==> config.mk <==
export PLATFORM = sky130hd
export DESIGN_NAME = keypad_debounce_event_scanner_flat
export DESIGN_NICKNAME = d
export VERILOG_FILES = /design/src/design/kdes_pkg.sv /design/src/design/kdes_req_if.sv /design/src/design/kdes_rsp_if.sv /design/src/design/keypad_debounce_event_scanner.sv /design/src/design/kdes_key_unit.sv /design/src/flat_wrapper.sv
export VERILOG_INCLUDE_DIRS = /design/src /design/src/design
export SDC_FILE = /design/constraint.sdc
export NUM_CORES = 1
export LEC_CHECK = 0
export ABC_CLOCK_PERIOD_IN_PS = 16600
export BUFFER_PORTS_ARGS = -buffer_cell sky130_fd_sc_hd__clkbuf_2
export CORE_ASPECT_RATIO = 0.5
export CORE_MARGIN = 5
export CORE_UTILIZATION = 26
export CTS_CLUSTER_SIZE = 16
export DETAILED_ROUTE_END_ITERATION = 8
export PLACE_DENSITY = 0.48
export SLEW_MARGIN = 20
export SYNTH_ARGS = -nofsm -noshare
export SYNTH_HDL_FRONTEND = slang
export SYNTH_SLANG_ARGS = --single-unit
==> constraint.sdc <==
create_clock -name clock -period 16.6 [get_ports clock]
set_input_delay 1.66 -clock clock [delete_from_list [all_inputs] [get_ports clock]]
set_output_delay 1.66 -clock clock [all_outputs]
set_load 0.05 [all_outputs]
==> src/design/assert_macros.svh <==
// Assertion macros used by the scanner top level.
`ifndef ASSERT_MACROS_SVH
`define ASSERT_MACROS_SVH
`ifndef ASSERT_OFF
`define ASSERT_ALWAYS(label, clk, rst, expr) \
   label: assert property (@(posedge clk) disable iff (rst) (expr)) \
      else $error("assertion failed: label");
`define ASSERT_IMPLIES(label, clk, rst, ante, cons) \
   label: assert property (@(posedge clk) disable iff (rst) (ante) |-> (cons)) \
      else $error("assertion failed: label");
`define ASSERT_NEXT(label, clk, rst, ante, cons) \
   label: assert property (@(posedge clk) disable iff (rst) (ante) |=> (cons)) \
      else $error("assertion failed: label");
`else
`define ASSERT_ALWAYS(label, clk, rst, expr)
`define ASSERT_IMPLIES(label, clk, rst, ante, cons)
`define ASSERT_NEXT(label, clk, rst, ante, cons)
`endif
`endif

==> src/design/kdes_pkg.sv <==
// Shared constants and types of the keypad debounce event scanner.
package kdes_pkg;
   localparam int NUM_MUXED_KEYS    = 6;
   localparam int NUM_DIRECT_KEYS   = 3;
   localparam int NUM_KEYS          = NUM_MUXED_KEYS + NUM_DIRECT_KEYS;
   localparam int KEY_W             = 4;
   localparam int NOW_W             = 32;
   localparam int MUX_W             = 3;
   localparam int LINE_W            = 3;
   localparam int LINE_IDX_W        = 2;
   localparam int OUT_W             = 9;
   localparam int DEB_W             = 8;
   localparam logic [DEB_W-1:0] DEBOUNCE_RESET = 8'd1;

   typedef enum logic [1:0] {
      PHASE_IDLE,
      PHASE_PRESSED,
      PHASE_RELEASED
   } phase_type;

   typedef struct packed {
      logic             level;
      logic             pending;
      logic [NOW_W-1:0] mark;
      phase_type        phase;
   } key_state_type;

   typedef struct packed {
      logic press;
      logic release_ev;
      logic pressed;
   } key_event_type;
endpackage

==> src/design/kdes_req_if.sv <==
// Scan request channel: time stamp, mux pins and direct lines.
interface kdes_req_if import kdes_pkg::*; ();
   logic              valid;
   logic              ready;
   logic [NOW_W-1:0]  now_ms;
   logic [MUX_W-1:0]  mux_pins;
   logic [LINE_W-1:0] direct_lines;

   modport source(output valid, output now_ms, output mux_pins, output direct_lines,
                  input ready);
   modport sink(input valid, input now_ms, input mux_pins, input direct_lines,
                output ready);
endinterface

==> src/design/kdes_rsp_if.sv <==
// Scan result channel: press, release and pressed masks.
interface kdes_rsp_if import kdes_pkg::*; ();
   logic             valid;
   logic             ready;
   logic [OUT_W-1:0] press_events;
   logic [OUT_W-1:0] release_events;
   logic [OUT_W-1:0] pressed_mask;

   modport source(output valid, output press_events, output release_events,
                  output pressed_mask, input ready);
   modport sink(input valid, input press_events, input release_events,
                input pressed_mask, output ready);
endinterface

==> src/design/keypad_debounce_event_scanner.sv <==
// Top level of the keypad debounce event scanner: sequencer and key state.
//
// Usage: each beat on req_ch is one keypad scan with a millisecond time stamp,
// the three active-low mux select pins and the direct return lines. Each scan
// yields exactly one beat on rsp_ch with the press-event mask, the release-
// event mask and the mask of keys in the pressed phase (muxed keys in bits
// 0 to 5, direct keys in bits 6 to 8).
// The debounce time is written through csr_we/csr_wdata; the user must write
// it only while idle, which the block does not enforce. Zero is stored as one.
// Reset value is one millisecond. One shared key unit walks the nine keys,
// one key per cycle. The result appears on rsp_ch in the same cycle that
// req_ch.ready returns, so a new scan is taken only after the last one has
// gone into the output register.
// The result sits in an output register: the next scan is accepted while
// a result still waits. If the receiver stalls, the finished scan holds
// before the output register until it frees, and req_ch.ready stays low.
// Reset (synchronous, active high) sets all keys open, idle, no check
// pending, and drops any result in flight.
module keypad_debounce_event_scanner import kdes_pkg::*; (
   input  logic             clock,
   input  logic             reset,
   input  logic             csr_we,
   input  logic [DEB_W-1:0] csr_wdata,
   kdes_req_if.sink         req_ch,
   kdes_rsp_if.source       rsp_ch
);
`include "assert_macros.svh"

   typedef enum logic [1:0] {
      S_IDLE,
      S_SCAN,
      S_LOAD
   } state_type;

   state_type         state_ff, state_in;
   logic [KEY_W-1:0]  key_idx_ff, key_idx_in;
   logic [DEB_W-1:0]  debounce_ff, debounce_in;
   logic [NOW_W-1:0]  now_ff;
   logic [MUX_W-1:0]  code_ff;
   logic [LINE_W-1:0] lines_ff;
   logic [NUM_KEYS-1:0] press_acc_ff, press_acc_in;
   logic [NUM_KEYS-1:0] release_acc_ff, release_acc_in;
   logic [NUM_KEYS-1:0] pressed_acc_ff, pressed_acc_in;
   logic              rsp_valid_ff, rsp_valid_in;
   logic [OUT_W-1:0]  rsp_press_ff, rsp_press_in;
   logic [OUT_W-1:0]  rsp_release_ff, rsp_release_in;
   logic [OUT_W-1:0]  rsp_pressed_ff, rsp_pressed_in;
   key_state_type     key_ff [NUM_KEYS];
   key_state_type     unit_nxt;
   key_event_type     unit_evt;
   logic              req_beat;

   assign req_ch.ready          = (state_ff == S_IDLE);
   assign req_beat              = req_ch.valid && req_ch.ready;
   assign rsp_ch.valid          = rsp_valid_ff;
   assign rsp_ch.press_events   = rsp_press_ff;
   assign rsp_ch.release_events = rsp_release_ff;
   assign rsp_ch.pressed_mask   = rsp_pressed_ff;

   kdes_key_unit u_key_unit (
      .key_idx     (key_idx_ff),
      .code        (code_ff),
      .lines       (lines_ff),
      .now_ms      (now_ff),
      .debounce_ms (debounce_ff),
      .cur         (key_ff[key_idx_ff]),
      .nxt         (unit_nxt),
      .evt         (unit_evt)
   );

   always_comb begin
      state_in       = state_ff;
      key_idx_in     = key_idx_ff;
      debounce_in    = debounce_ff;
      press_acc_in   = press_acc_ff;
      release_acc_in = release_acc_ff;
      pressed_acc_in = pressed_acc_ff;
      rsp_valid_in   = rsp_valid_ff;
      rsp_press_in   = rsp_press_ff;
      rsp_release_in = rsp_release_ff;
      rsp_pressed_in = rsp_pressed_ff;
      if (csr_we) begin
         debounce_in = (csr_wdata == '0) ? DEBOUNCE_RESET : csr_wdata;
      end
      if (rsp_valid_ff && rsp_ch.ready) begin
         rsp_valid_in = 1'b0;
      end
      case (state_ff)
         S_IDLE: begin
            if (req_beat) begin
               state_in       = S_SCAN;
               key_idx_in     = '0;
               press_acc_in   = '0;
               release_acc_in = '0;
               pressed_acc_in = '0;
            end
         end
         S_SCAN: begin
            press_acc_in[key_idx_ff]   = unit_evt.press;
            release_acc_in[key_idx_ff] = unit_evt.release_ev;
            pressed_acc_in[key_idx_ff] = unit_evt.pressed;
            if (key_idx_ff == KEY_W'(NUM_KEYS - 1)) begin
               state_in = S_LOAD;
            end else begin
               key_idx_in = key_idx_ff + KEY_W'(1);
            end
         end
         S_LOAD: begin
            if (!rsp_valid_ff || rsp_ch.ready) begin
               rsp_valid_in   = 1'b1;
               rsp_press_in   = press_acc_ff[OUT_W-1:0];
               rsp_release_in = release_acc_ff[OUT_W-1:0];
               rsp_pressed_in = pressed_acc_ff[OUT_W-1:0];
               state_in       = S_IDLE;
            end
         end
         default: begin
            state_in = S_IDLE;
         end
      endcase
   end

   always_ff @(posedge clock) begin
      if (reset) begin
         state_ff     <= S_IDLE;
         key_idx_ff   <= '0;
         debounce_ff  <= DEBOUNCE_RESET;
         rsp_valid_ff <= 1'b0;
         for (int i = 0; i < NUM_KEYS; i++) begin
            key_ff[i] <= '{level: 1'b0, pending: 1'b0, mark: '0, phase: PHASE_IDLE};
         end
      end else begin
         state_ff     <= state_in;
         key_idx_ff   <= key_idx_in;
         debounce_ff  <= debounce_in;
         rsp_valid_ff <= rsp_valid_in;
         if (state_ff == S_SCAN) begin
            key_ff[key_idx_ff] <= unit_nxt;
         end
      end
      if (req_beat) begin
         now_ff   <= req_ch.now_ms;
         code_ff  <= ~req_ch.mux_pins;
         lines_ff <= req_ch.direct_lines;
      end
      press_acc_ff   <= press_acc_in;
      release_acc_ff <= release_acc_in;
      pressed_acc_ff <= pressed_acc_in;
      rsp_press_ff   <= rsp_press_in;
      rsp_release_ff <= rsp_release_in;
      rsp_pressed_ff <= rsp_pressed_in;
   end

   `ASSERT_ALWAYS(a_key_in_range, clock, reset, key_idx_ff < KEY_W'(NUM_KEYS))
   `ASSERT_ALWAYS(a_debounce_nonzero, clock, reset, debounce_ff != '0)
   `ASSERT_NEXT(a_scan_starts, clock, reset, req_beat, state_ff == S_SCAN && key_idx_ff == '0)
   `ASSERT_IMPLIES(a_press_is_pressed, clock, reset, rsp_valid_ff, (rsp_press_ff & ~rsp_pressed_ff) == '0)
   `ASSERT_IMPLIES(a_events_disjoint, clock, reset, rsp_valid_ff, (rsp_press_ff & rsp_release_ff) == '0)
endmodule

==> src/design/kdes_key_unit.sv <==
// Shared per-key unit: sample decode, time compare, debounce and phase update.
module kdes_key_unit import kdes_pkg::*; (
   input  logic [KEY_W-1:0]  key_idx,
   input  logic [MUX_W-1:0]  code,
   input  logic [LINE_W-1:0] lines,
   input  logic [NOW_W-1:0]  now_ms,
   input  logic [DEB_W-1:0]  debounce_ms,
   input  key_state_type     cur,
   output key_state_type     nxt,
   output key_event_type     evt
);
   logic             closed;
   logic [KEY_W-1:0] direct_idx;
   logic [NOW_W-1:0] diff;
   logic [NOW_W-1:0] mag;
   logic             expired;

   assign direct_idx = key_idx - KEY_W'(NUM_MUXED_KEYS);
   assign diff       = now_ms - cur.mark;
   assign mag        = diff[NOW_W-1] ? (~diff + NOW_W'(1)) : diff;
   assign expired    = mag >= {{(NOW_W-DEB_W){1'b0}}, debounce_ms};

   always_comb begin
      if (key_idx < KEY_W'(NUM_MUXED_KEYS)) begin
         closed = (code != '0) && ({1'b0, code} == key_idx + KEY_W'(1));
      end else if (direct_idx < KEY_W'(LINE_W)) begin
         closed = !lines[direct_idx[LINE_IDX_W-1:0]];
      end else begin
         closed = 1'b0;
      end
   end

   always_comb begin
      nxt = cur;
      evt = '0;
      if (closed != cur.level) begin
         if (cur.pending) begin
            if (expired) begin
               nxt.level   = !cur.level;
               nxt.pending = 1'b0;
            end
         end else begin
            nxt.mark    = now_ms;
            nxt.pending = 1'b1;
         end
      end else begin
         nxt.pending = 1'b0;
      end
      case (cur.phase)
         PHASE_IDLE: begin
            if (nxt.level) begin
               nxt.phase = PHASE_PRESSED;
               evt.press = 1'b1;
            end
         end
         PHASE_PRESSED: begin
            if (!nxt.level) begin
               nxt.phase      = PHASE_RELEASED;
               evt.release_ev = 1'b1;
            end
         end
         default: begin
            nxt.phase = PHASE_IDLE;
         end
      endcase
      evt.pressed = (nxt.phase == PHASE_PRESSED);
   end
endmodule
==> src/flat_wrapper.sv <==
// flat-port wrapper written by rule: the top's interface ports become plain ports
module keypad_debounce_event_scanner_flat import kdes_pkg::*;
  (clock, reset, csr_we, csr_wdata, req_ch_valid, req_ch_now_ms, req_ch_mux_pins, req_ch_direct_lines, req_ch_ready, rsp_ch_valid, rsp_ch_press_events, rsp_ch_release_events, rsp_ch_pressed_mask, rsp_ch_ready);
  kdes_req_if req_ch_i ();
  kdes_rsp_if rsp_ch_i ();
  input  logic clock;
  input  logic reset;
  input  logic csr_we;
  input  logic [DEB_W-1:0] csr_wdata;
  input wire logic [$bits(req_ch_i.valid)-1:0] req_ch_valid;
  input wire logic [$bits(req_ch_i.now_ms)-1:0] req_ch_now_ms;
  input wire logic [$bits(req_ch_i.mux_pins)-1:0] req_ch_mux_pins;
  input wire logic [$bits(req_ch_i.direct_lines)-1:0] req_ch_direct_lines;
  output wire logic [$bits(req_ch_i.ready)-1:0] req_ch_ready;
  output wire logic [$bits(rsp_ch_i.valid)-1:0] rsp_ch_valid;
  output wire logic [$bits(rsp_ch_i.press_events)-1:0] rsp_ch_press_events;
  output wire logic [$bits(rsp_ch_i.release_events)-1:0] rsp_ch_release_events;
  output wire logic [$bits(rsp_ch_i.pressed_mask)-1:0] rsp_ch_pressed_mask;
  input wire logic [$bits(rsp_ch_i.ready)-1:0] rsp_ch_ready;
  assign req_ch_i.valid = req_ch_valid;
  assign req_ch_i.now_ms = req_ch_now_ms;
  assign req_ch_i.mux_pins = req_ch_mux_pins;
  assign req_ch_i.direct_lines = req_ch_direct_lines;
  assign req_ch_ready = req_ch_i.ready;
  assign rsp_ch_valid = rsp_ch_i.valid;
  assign rsp_ch_press_events = rsp_ch_i.press_events;
  assign rsp_ch_release_events = rsp_ch_i.release_events;
  assign rsp_ch_pressed_mask = rsp_ch_i.pressed_mask;
  assign rsp_ch_i.ready = rsp_ch_ready;
  keypad_debounce_event_scanner u_core (.clock(clock), .reset(reset), .csr_we(csr_we), .csr_wdata(csr_wdata), .req_ch(req_ch_i), .rsp_ch(rsp_ch_i));
endmodule
==> impl_metrics.tcl, run 1 <==
set metrics [dict create \
    dieArea_um2 127000 \
    ys_ff_latch 687 \
    cp_max_fo 39 \
    initial_core_util_pct 26.3 \
    r2r_end "u_core.key_ff[14][1]$_DFFE_PP_" \
    vias 18200 \
    synthDistinctLibCells 88 \
    wl_met2_um 42200 \
    numCtsBuffers 72 \
    ys.flop_type "edfxtp_1" \
    wl_met3_um 4240 \
    hold_viol_final 0 \
    grt_pass1_vias 18600 \
    final_net_count 2232 \
    seq_power_share_pct 48.6 \
    h-tree-depth 3 \
    portBuffers 79 \
    fmax_mhz 114 \
    synth_top_family_by_area "multiplexers" \
    end_kind "flop" \
    syn_area_um2 31200 \
    rr_worst_depth 25 \
    hold_path_class "reg -> reg" \
    critPathArrivalTime_ns 9.18 \
    cts_tree "built" \
    first_pass_iters 5 \
    status "finished clean" \
    p_sw_w 0.00107 \
    min_period_ns 8.81 \
    ys_seq_area_share_pct 65.5 \
    avgSynthCellArea_um2 15.2 \
    comb_power_share_pct 14.1 \
    p_leak_nw 11.8 \
    skew_ns 0.0216 \
    cts.reportedPaths.clkPinSlew_ns 0.06 \
    die_h_um 255 \
    grt-ovfl-total 0 \
    synth-edff-count 668 \
    cap_violations 0 \
    clk_latency_ns 0.62 \
    syn_inst 2058 \
    antenna_found_initial 0 \
    core_um2 118000 \
    min_period_over_period_pct 53.0 \
    synth_nets 2155 \
    top_layer "met4" \
    synth-async-reset-ratio_pct 0 \
    ios 80 \
    drive_above_1_share_pct 21.5 \
    ant_nets 0 \
    crit_path_start_kind "flop" \
    worst_pin_slew_ns 1.05 \
    clock_sinks 687 \
    drc_errors 0 \
    m1WireLength_um 38900 \
    wl_per_cell_um 23.0 \
    synth_compound_area_share_pct 5.13 \
    swShare_pct 26.1 \
    hold-path-endpoint "u_core.rsp_ch.pressed_mask[0]$_DFFE_PP_" \
    clock_power_share_pct 37.3 \
    grt_pass1_wl_um 128000 \
    ctsResizeCount 0 \
    grt_max_degree 82 \
    power.internal_w 0.00305 \
    rsz0062_at_grt "no" \
    slew_violations 0 \
    viasPerCell 4.83 \
    dp_hpwl_um 50800 \
    crit_required_ns 16.97 \
    gp_congestion 0.864 \
    slew_headroom_pct 29.7 \
    fp.dieW_um 500 \
    min_path_cells 0 \
    worstHoldStart "u_core.pressed_acc_ff[0]$_SDFFCE_PN0P_" \
    yosys-mux-area-fraction_pct 14.6 \
    finish.utilization_pct 30.2 \
    setup_viol 0 \
    critPathKind "reg -> reg" \
    n_antenna_cell 0 \
    track_usage_pct 13.4 \
    setup_tns_ns 0 \
    hold_buffers 0 \
    yosysWarningCount 0 \
    power_density_nw_per_um2 115 \
    synthSimpleGateAreaFrac_pct 9.52 \
    reg2reg_slack_ns 7.79 \
    synth_xor_area_share_pct 0.810 \
    cts_root_buffer "clkbuf_16" \
    area_growth_pct 14.6 \
    clockBufferDepth 3 \
    synth_fa_ha_area_share_pct 1.87 \
    cts_setup_buffers 0 \
    num_rows 89 \
    num-fill-cells 11800 \
    finalWirelength_um 86700 \
    drt_iter0_markers 1497 \
    ir_drop_v 0.0000617 \
]
==> cell families after synthesis <==
logic type | Yosys count
and+or+nand+nor | 631
xor gates and xnor gates | 28
DFF | 687
AOI/OAI and AO/OA | 230
adders and majority gates | 46
buffers and inverters | 207
muxes | 229
==> sequential cells by signal, summed over array words and instances, names as in the netlist, named ones only <==
name                          count
u_core.code_ff                    3
u_core.debounce_ff                8
u_core.key_ff                   576
u_core.key_idx_ff                 4
u_core.lines_ff                   3
u_core.now_ff                    32
u_core.press_acc_ff               9
u_core.pressed_acc_ff             9
u_core.release_acc_ff             9
u_core.rsp_ch.press_events        9
u_core.rsp_ch.pressed_mask        9
u_core.rsp_ch.release_events      9
u_core.rsp_ch.valid               1
u_core.state_ff                   2
==> cell usage in the layout, fill, tap and decap left out, types with 7 or more instances in the layout <==
cell type / instances
xor2_1: 9
a31oi_1: 7
dfxtp_1: 15
edfxtp_1: 668
or2_2: 7
or3_1: 9
nor3_1: 16
a21boi_0: 7
ha_1: 45
nand2b_2: 9
o21ai_0: 45
buf_4: 40
mux2i_1: 46
and2_2: 8
xnor2_1: 18
nor3_2: 8
a21o_1: 10
nand3_1: 49
inv_1: 90
clkbuf_2: 79
clkbuf_1: 16
mux4_2: 179
and2_1: 9
nor2b_1: 13
nand4_1: 11
clkinv_1: 13
nand2_1: 57
o21a_1: 8
clkbuf_16: 75
a211oi_1: 15
nor2_1: 359
nand2b_1: 8
a21oi_1: 55
o31ai_1: 17
nor4_1: 11
o21bai_1: 7
nand3_2: 8
==> power groups by stage <==
stage / clock network (W) / logic, W / registers [W]
4_1_cts: 0.00158 / 0.000582 / 0.00200
3_3_place_gp: 0 / 0.000578 / 0.00204
6_report: 0.00154 / 0.000582 / 0.00200
3_5_place_dp: 0 / 0.000580 / 0.00204
5_1_grt: 0.00165 / 0.000636 / 0.00201
2_1_floorplan: 0 / 0.000415 / 0.00202
==> how the worst max path moves through the flow <==
stage / end / depth (start not counted)
2_1_floorplan: u_core.key_ff[10][1]$_DFFE_PP_ / 32
3_3_place_gp: u_core.release_acc_ff[2]$_SDFFCE_PN0P_ / 25
3_5_place_dp: u_core.key_ff[9][1]$_DFFE_PP_ / 25
4_1_cts: u_core.key_ff[14][1]$_DFFE_PP_ / 25
5_1_grt: u_core.key_ff[9][1]$_DFFE_PP_ / 25
6_report: u_core.key_ff[14][1]$_DFFE_PP_ / 25
==> cells in the mapped netlist (6+ instances only) <==
cell type	count	area (um^2)
nor3_2	8	80.1
ha_1	45	563
and3_1	6	37.5
buf_1	17	63.8
o21a_1	8	60.1
nand3_1	57	285
nand2b_1	17	106
a21o_1	10	75.1
inv_1	90	338
a21boi_0	7	52.6
nor2b_1	16	100
or2_2	7	43.8
o21ai_0	45	225
nand2_1	57	214
edfxtp_1	668	20100
and2_1	17	106
nor3_1	16	80.1
mux2i_1	46	460
nor4_1	11	68.8
xnor2_1	18	158
o31ai_1	17	128
mux4_2	179	4030
buf_2	9	45.0
a211oi_1	15	113
nand4_1	11	68.8
nor2_1	360	1350
or3_1	10	62.6
clkbuf_1	88	330
xor2_1	9	78.8
and4_1	6	52.6
a21oi_1	55	275
a31oi_1	7	43.8
o21bai_1	7	52.6
dfxtp_1	19	380
==> metrics by stage <==
stage	cell area, um^2	instances	hold WS, ns	setup WS, ns	total power (W)
final	35700	3778	0.451	7.79	0.00412
after global routing	35700	3778	0.478	7.05	0.00429
after CTS	35700	3778	0.456	7.72	0.00417
after detailed placement	33500	3653	0.442	7.74	0.00262
after global placement	33500	3653	0.449	7.89	0.00262
after floorplan	31200	2058	0.426	8.35	0.00244
==> layer usage <==
metal | track usage, % | vias up
met4 | 2.91 | 0
met3 | 1.97 | 102
met1 | 18.3 | 9573
li1 | - | 8092
met5 | 0 | -
met2 | 22.9 | 469
==> worst max-delay path, stage by stage (launching register included) <==
cell       delay [ns]
dfxtp_4          0.72
buf_4            0.75
mux4_2           0.61
mux4_2           0.53
inv_1            0.08
ha_1             0.33
and4_1           0.23
o21ai_0          0.07
o21bai_1         0.24
a2111oi_1        0.71
o21a_1           0.33
o2111a_1         0.62
o21ai_0          0.22
xnor2_1          0.17
ha_1             0.31
a21oi_1          0.14
o21ai_0          0.10
nand3_1          0.09
a21boi_0         0.07
or3_1            0.34
nor4bb_1         0.27
nand4b_1         0.15
a2111oi_2        0.27
a31oi_2          0.22
mux2_4           0.53
nor2_1           0.38
==> area by class of cell <==
cell class                      count  area [um^2]  area share (%)
Multi-Input combinational cell   1164        10000            28.1
Inverter                           90          338           0.945
Clock buffer                       94         1980            5.54
Timing Repair Buffer              120          716            2.00
Clock inverter                     31          223           0.623
Sequential cell                   687        20500            57.2
Tap cell                         1592         1990            5.57
(Power assumes the default switching activity.)
==> run 2: changes to the inputs <==
Settings changed: ABC_CLOCK_PERIOD_IN_PS 16600 to 8700.
Clock period 16.6 ns to 8.7 ns, I/O delays scaled along.
==> impl_metrics.tcl, run 2 (synthesized netlist as in run 1, its figures left out) <==
set metrics [dict create \
    setup_tns_ns 0 \
    cts.reportedPaths.clkPinSlew_ns 0.06 \
    finish.utilization_pct 30.3 \
    swShare_pct 25.9 \
    hold_viol_final 0 \
    wl_met3_um 4710 \
    m1WireLength_um 40700 \
    seq_power_share_pct 48.1 \
    largest-register "u_core.key_ff" \
    critPathArrivalTime_ns 8.23 \
    ios 80 \
    h-tree-depth 3 \
    viasPerCell 4.88 \
    vias 18500 \
    comb_power_share_pct 14.0 \
    numCtsBuffers 71 \
    dp_hpwl_um 54400 \
    rsz0062_at_grt "no" \
    finalWirelength_um 90500 \
    min_period_over_period_pct 90.5 \
    top_layer "met4" \
    min_period_ns 7.87 \
    first_pass_iters 5 \
    clock_power_share_pct 37.8 \
    cts_tree "built" \
    ir_drop_v 0.000111 \
    area_growth_pct 15.1 \
    setup_viol 0 \
    crit_required_ns 9.06 \
    skew_ns 0.0236 \
    fmax_mhz 127 \
    slew_headroom_pct 30.0 \
    stdcell_area_um2 35900 \
    antenna_found_initial 0 \
    dieArea_um2 127000 \
    end_kind "flop" \
    power.internal_w 0.00588 \
    cap_violations 0 \
    cts_root_buffer "clkbuf_16" \
    ctsResizeCount 0 \
    final_common_cell "edfxtp_1" \
    initial_core_util_pct 26.3 \
    grt_max_degree 57 \
    core_um2 118000 \
    grt_pass1_wl_um 132000 \
    num_rows 89 \
    cp_max_fo 35 \
    status "finished clean" \
    largestRegisters "u_core.key_ff (576), u_core.now_ff (32)" \
    hold_path_class "in -> reg" \
    wl_per_cell_um 23.9 \
    ant_nets 0 \
    fp.dieW_um 500 \
    p_leak_nw 11.9 \
    dpl-instance-area_um2 33600 \
    n_antenna_cell 0 \
    grt-ovfl-total 0 \
    hold_slack_ns 0.427 \
    largest_reg_flops 576 \
    wl_met2_um 43400 \
    gp_congestion 0.880 \
    layout_common_cells "edfxtp_1, nor2_1, mux4_2" \
    final_net_count 2240 \
    portBuffers 79 \
    die_h_um 255 \
    drt_iter0_markers 1730 \
    track_usage_pct 14.0 \
    drc_errors 0 \
    cts_setup_buffers 0 \
    slew_violations 0 \
    p_sw_w 0.00206 \
    clk_latency_ns 0.62 \
    hold_buffers 0 \
    num-fill-cells 11800 \
    drive_above_1_share_pct 21.9 \
    clock_sinks 687 \
    worst_pin_slew_ns 1.05 \
    grt_pass1_vias 18900 \
    critPathKind "reg -> reg" \
    clockBufferDepth 3 \
    crit_path_start_kind "flop" \
    power_density_nw_per_um2 221 \
]
-- run 2: cell types whose count changed in the layout (fill, tap and decap cells not counted) --
cell and delta:
inv_6 -2, clkbuf_8 -3, clkbuf_1 -3, nor2b_1 +1, bufinv_16 +3, nor2b_2 -1, buf_4 +5, clkinv_4 -1
buf_12 +4, clkinv_2 +10, clkinvlp_4 -2
-- run 2: final timing paths --
kind	from	endpoint	slack, ns	cells after the start
min	req_ch_now_ms[20]	u_core.now_ff[20]$_DFFE_PP_	0.43	1
max	flop	u_core.key_ff[14][1]$_DFFE_PP_	0.83	26
max reg2reg	flop	u_core.key_ff[14][1]$_DFFE_PP_	0.83	26
min reg2reg	u_core.pressed_acc_ff[3]$_SDFFCE_PN0P_	u_core.rsp_ch.pressed_mask[3]$_DFFE_PP_	0.46	0
-- run 2: power by group through the flow --
stage / combinational, W / clock [W] / sequential [W]
finish: 0.00111 / 0.00300 / 0.00382
global placement: 0.00110 / 0 / 0.00389
floorplan: 0.000792 / 0 / 0.00386
CTS: 0.00111 / 0.00308 / 0.00382
global route: 0.00121 / 0.00322 / 0.00383
detailed placement: 0.00111 / 0 / 0.00389
-- run 2: area by class of cell --
cell class              instances  area [um^2]  share of cell area [%]
flip-flops and latches        687        20500                    57.0
multi-input cells            1164        10000                    28.0
well taps                    1592         1990                    5.55
clock buffers                  88         1930                    5.36
repair buffers                129          833                    2.32
inverters                      90          338                   0.941
clock inverters                39          322                   0.896
-- run 2: critical path, stage by stage (launching register included) --
cell and delay [ns]:
dfxtp_4 0.75, buf_12 0.26, mux4_2 0.33, mux4_2 0.54, inv_1 0.09, ha_1 0.33
and4_1 0.23, o21ai_0 0.06, o21bai_1 0.23, a2111oi_1 0.75, o21a_1 0.33, o2111a_1 0.25
buf_4 0.22, o21ai_0 0.14, xnor2_1 0.17, ha_1 0.31, a21oi_1 0.13, o21ai_0 0.09
nand3_1 0.08, a21boi_0 0.07, or3_1 0.34, nor4bb_1 0.28, nand4b_1 0.15, a2111oi_2 0.26
a31oi_2 0.22, mux2_4 0.52, nor2_1 0.38
-- run 2: layer usage --
metal / GRT usage, % / up-vias
met5: 0 / -
met4: 3.34 / 0
met3: 1.98 / 100
met2: 23.6 / 569
met1: 19.3 / 9716
li1: - / 8124
-- run 2: stage by stage --
step                instances  power (W)  setup slack (ns)
detailed placement       3662    0.00500             0.952
finish                   3789    0.00794             0.826
CTS                      3789    0.00802             0.917
floorplan                2058    0.00465             0.449
global placement         3662    0.00499             0.993
global route             3789    0.00826             0.272
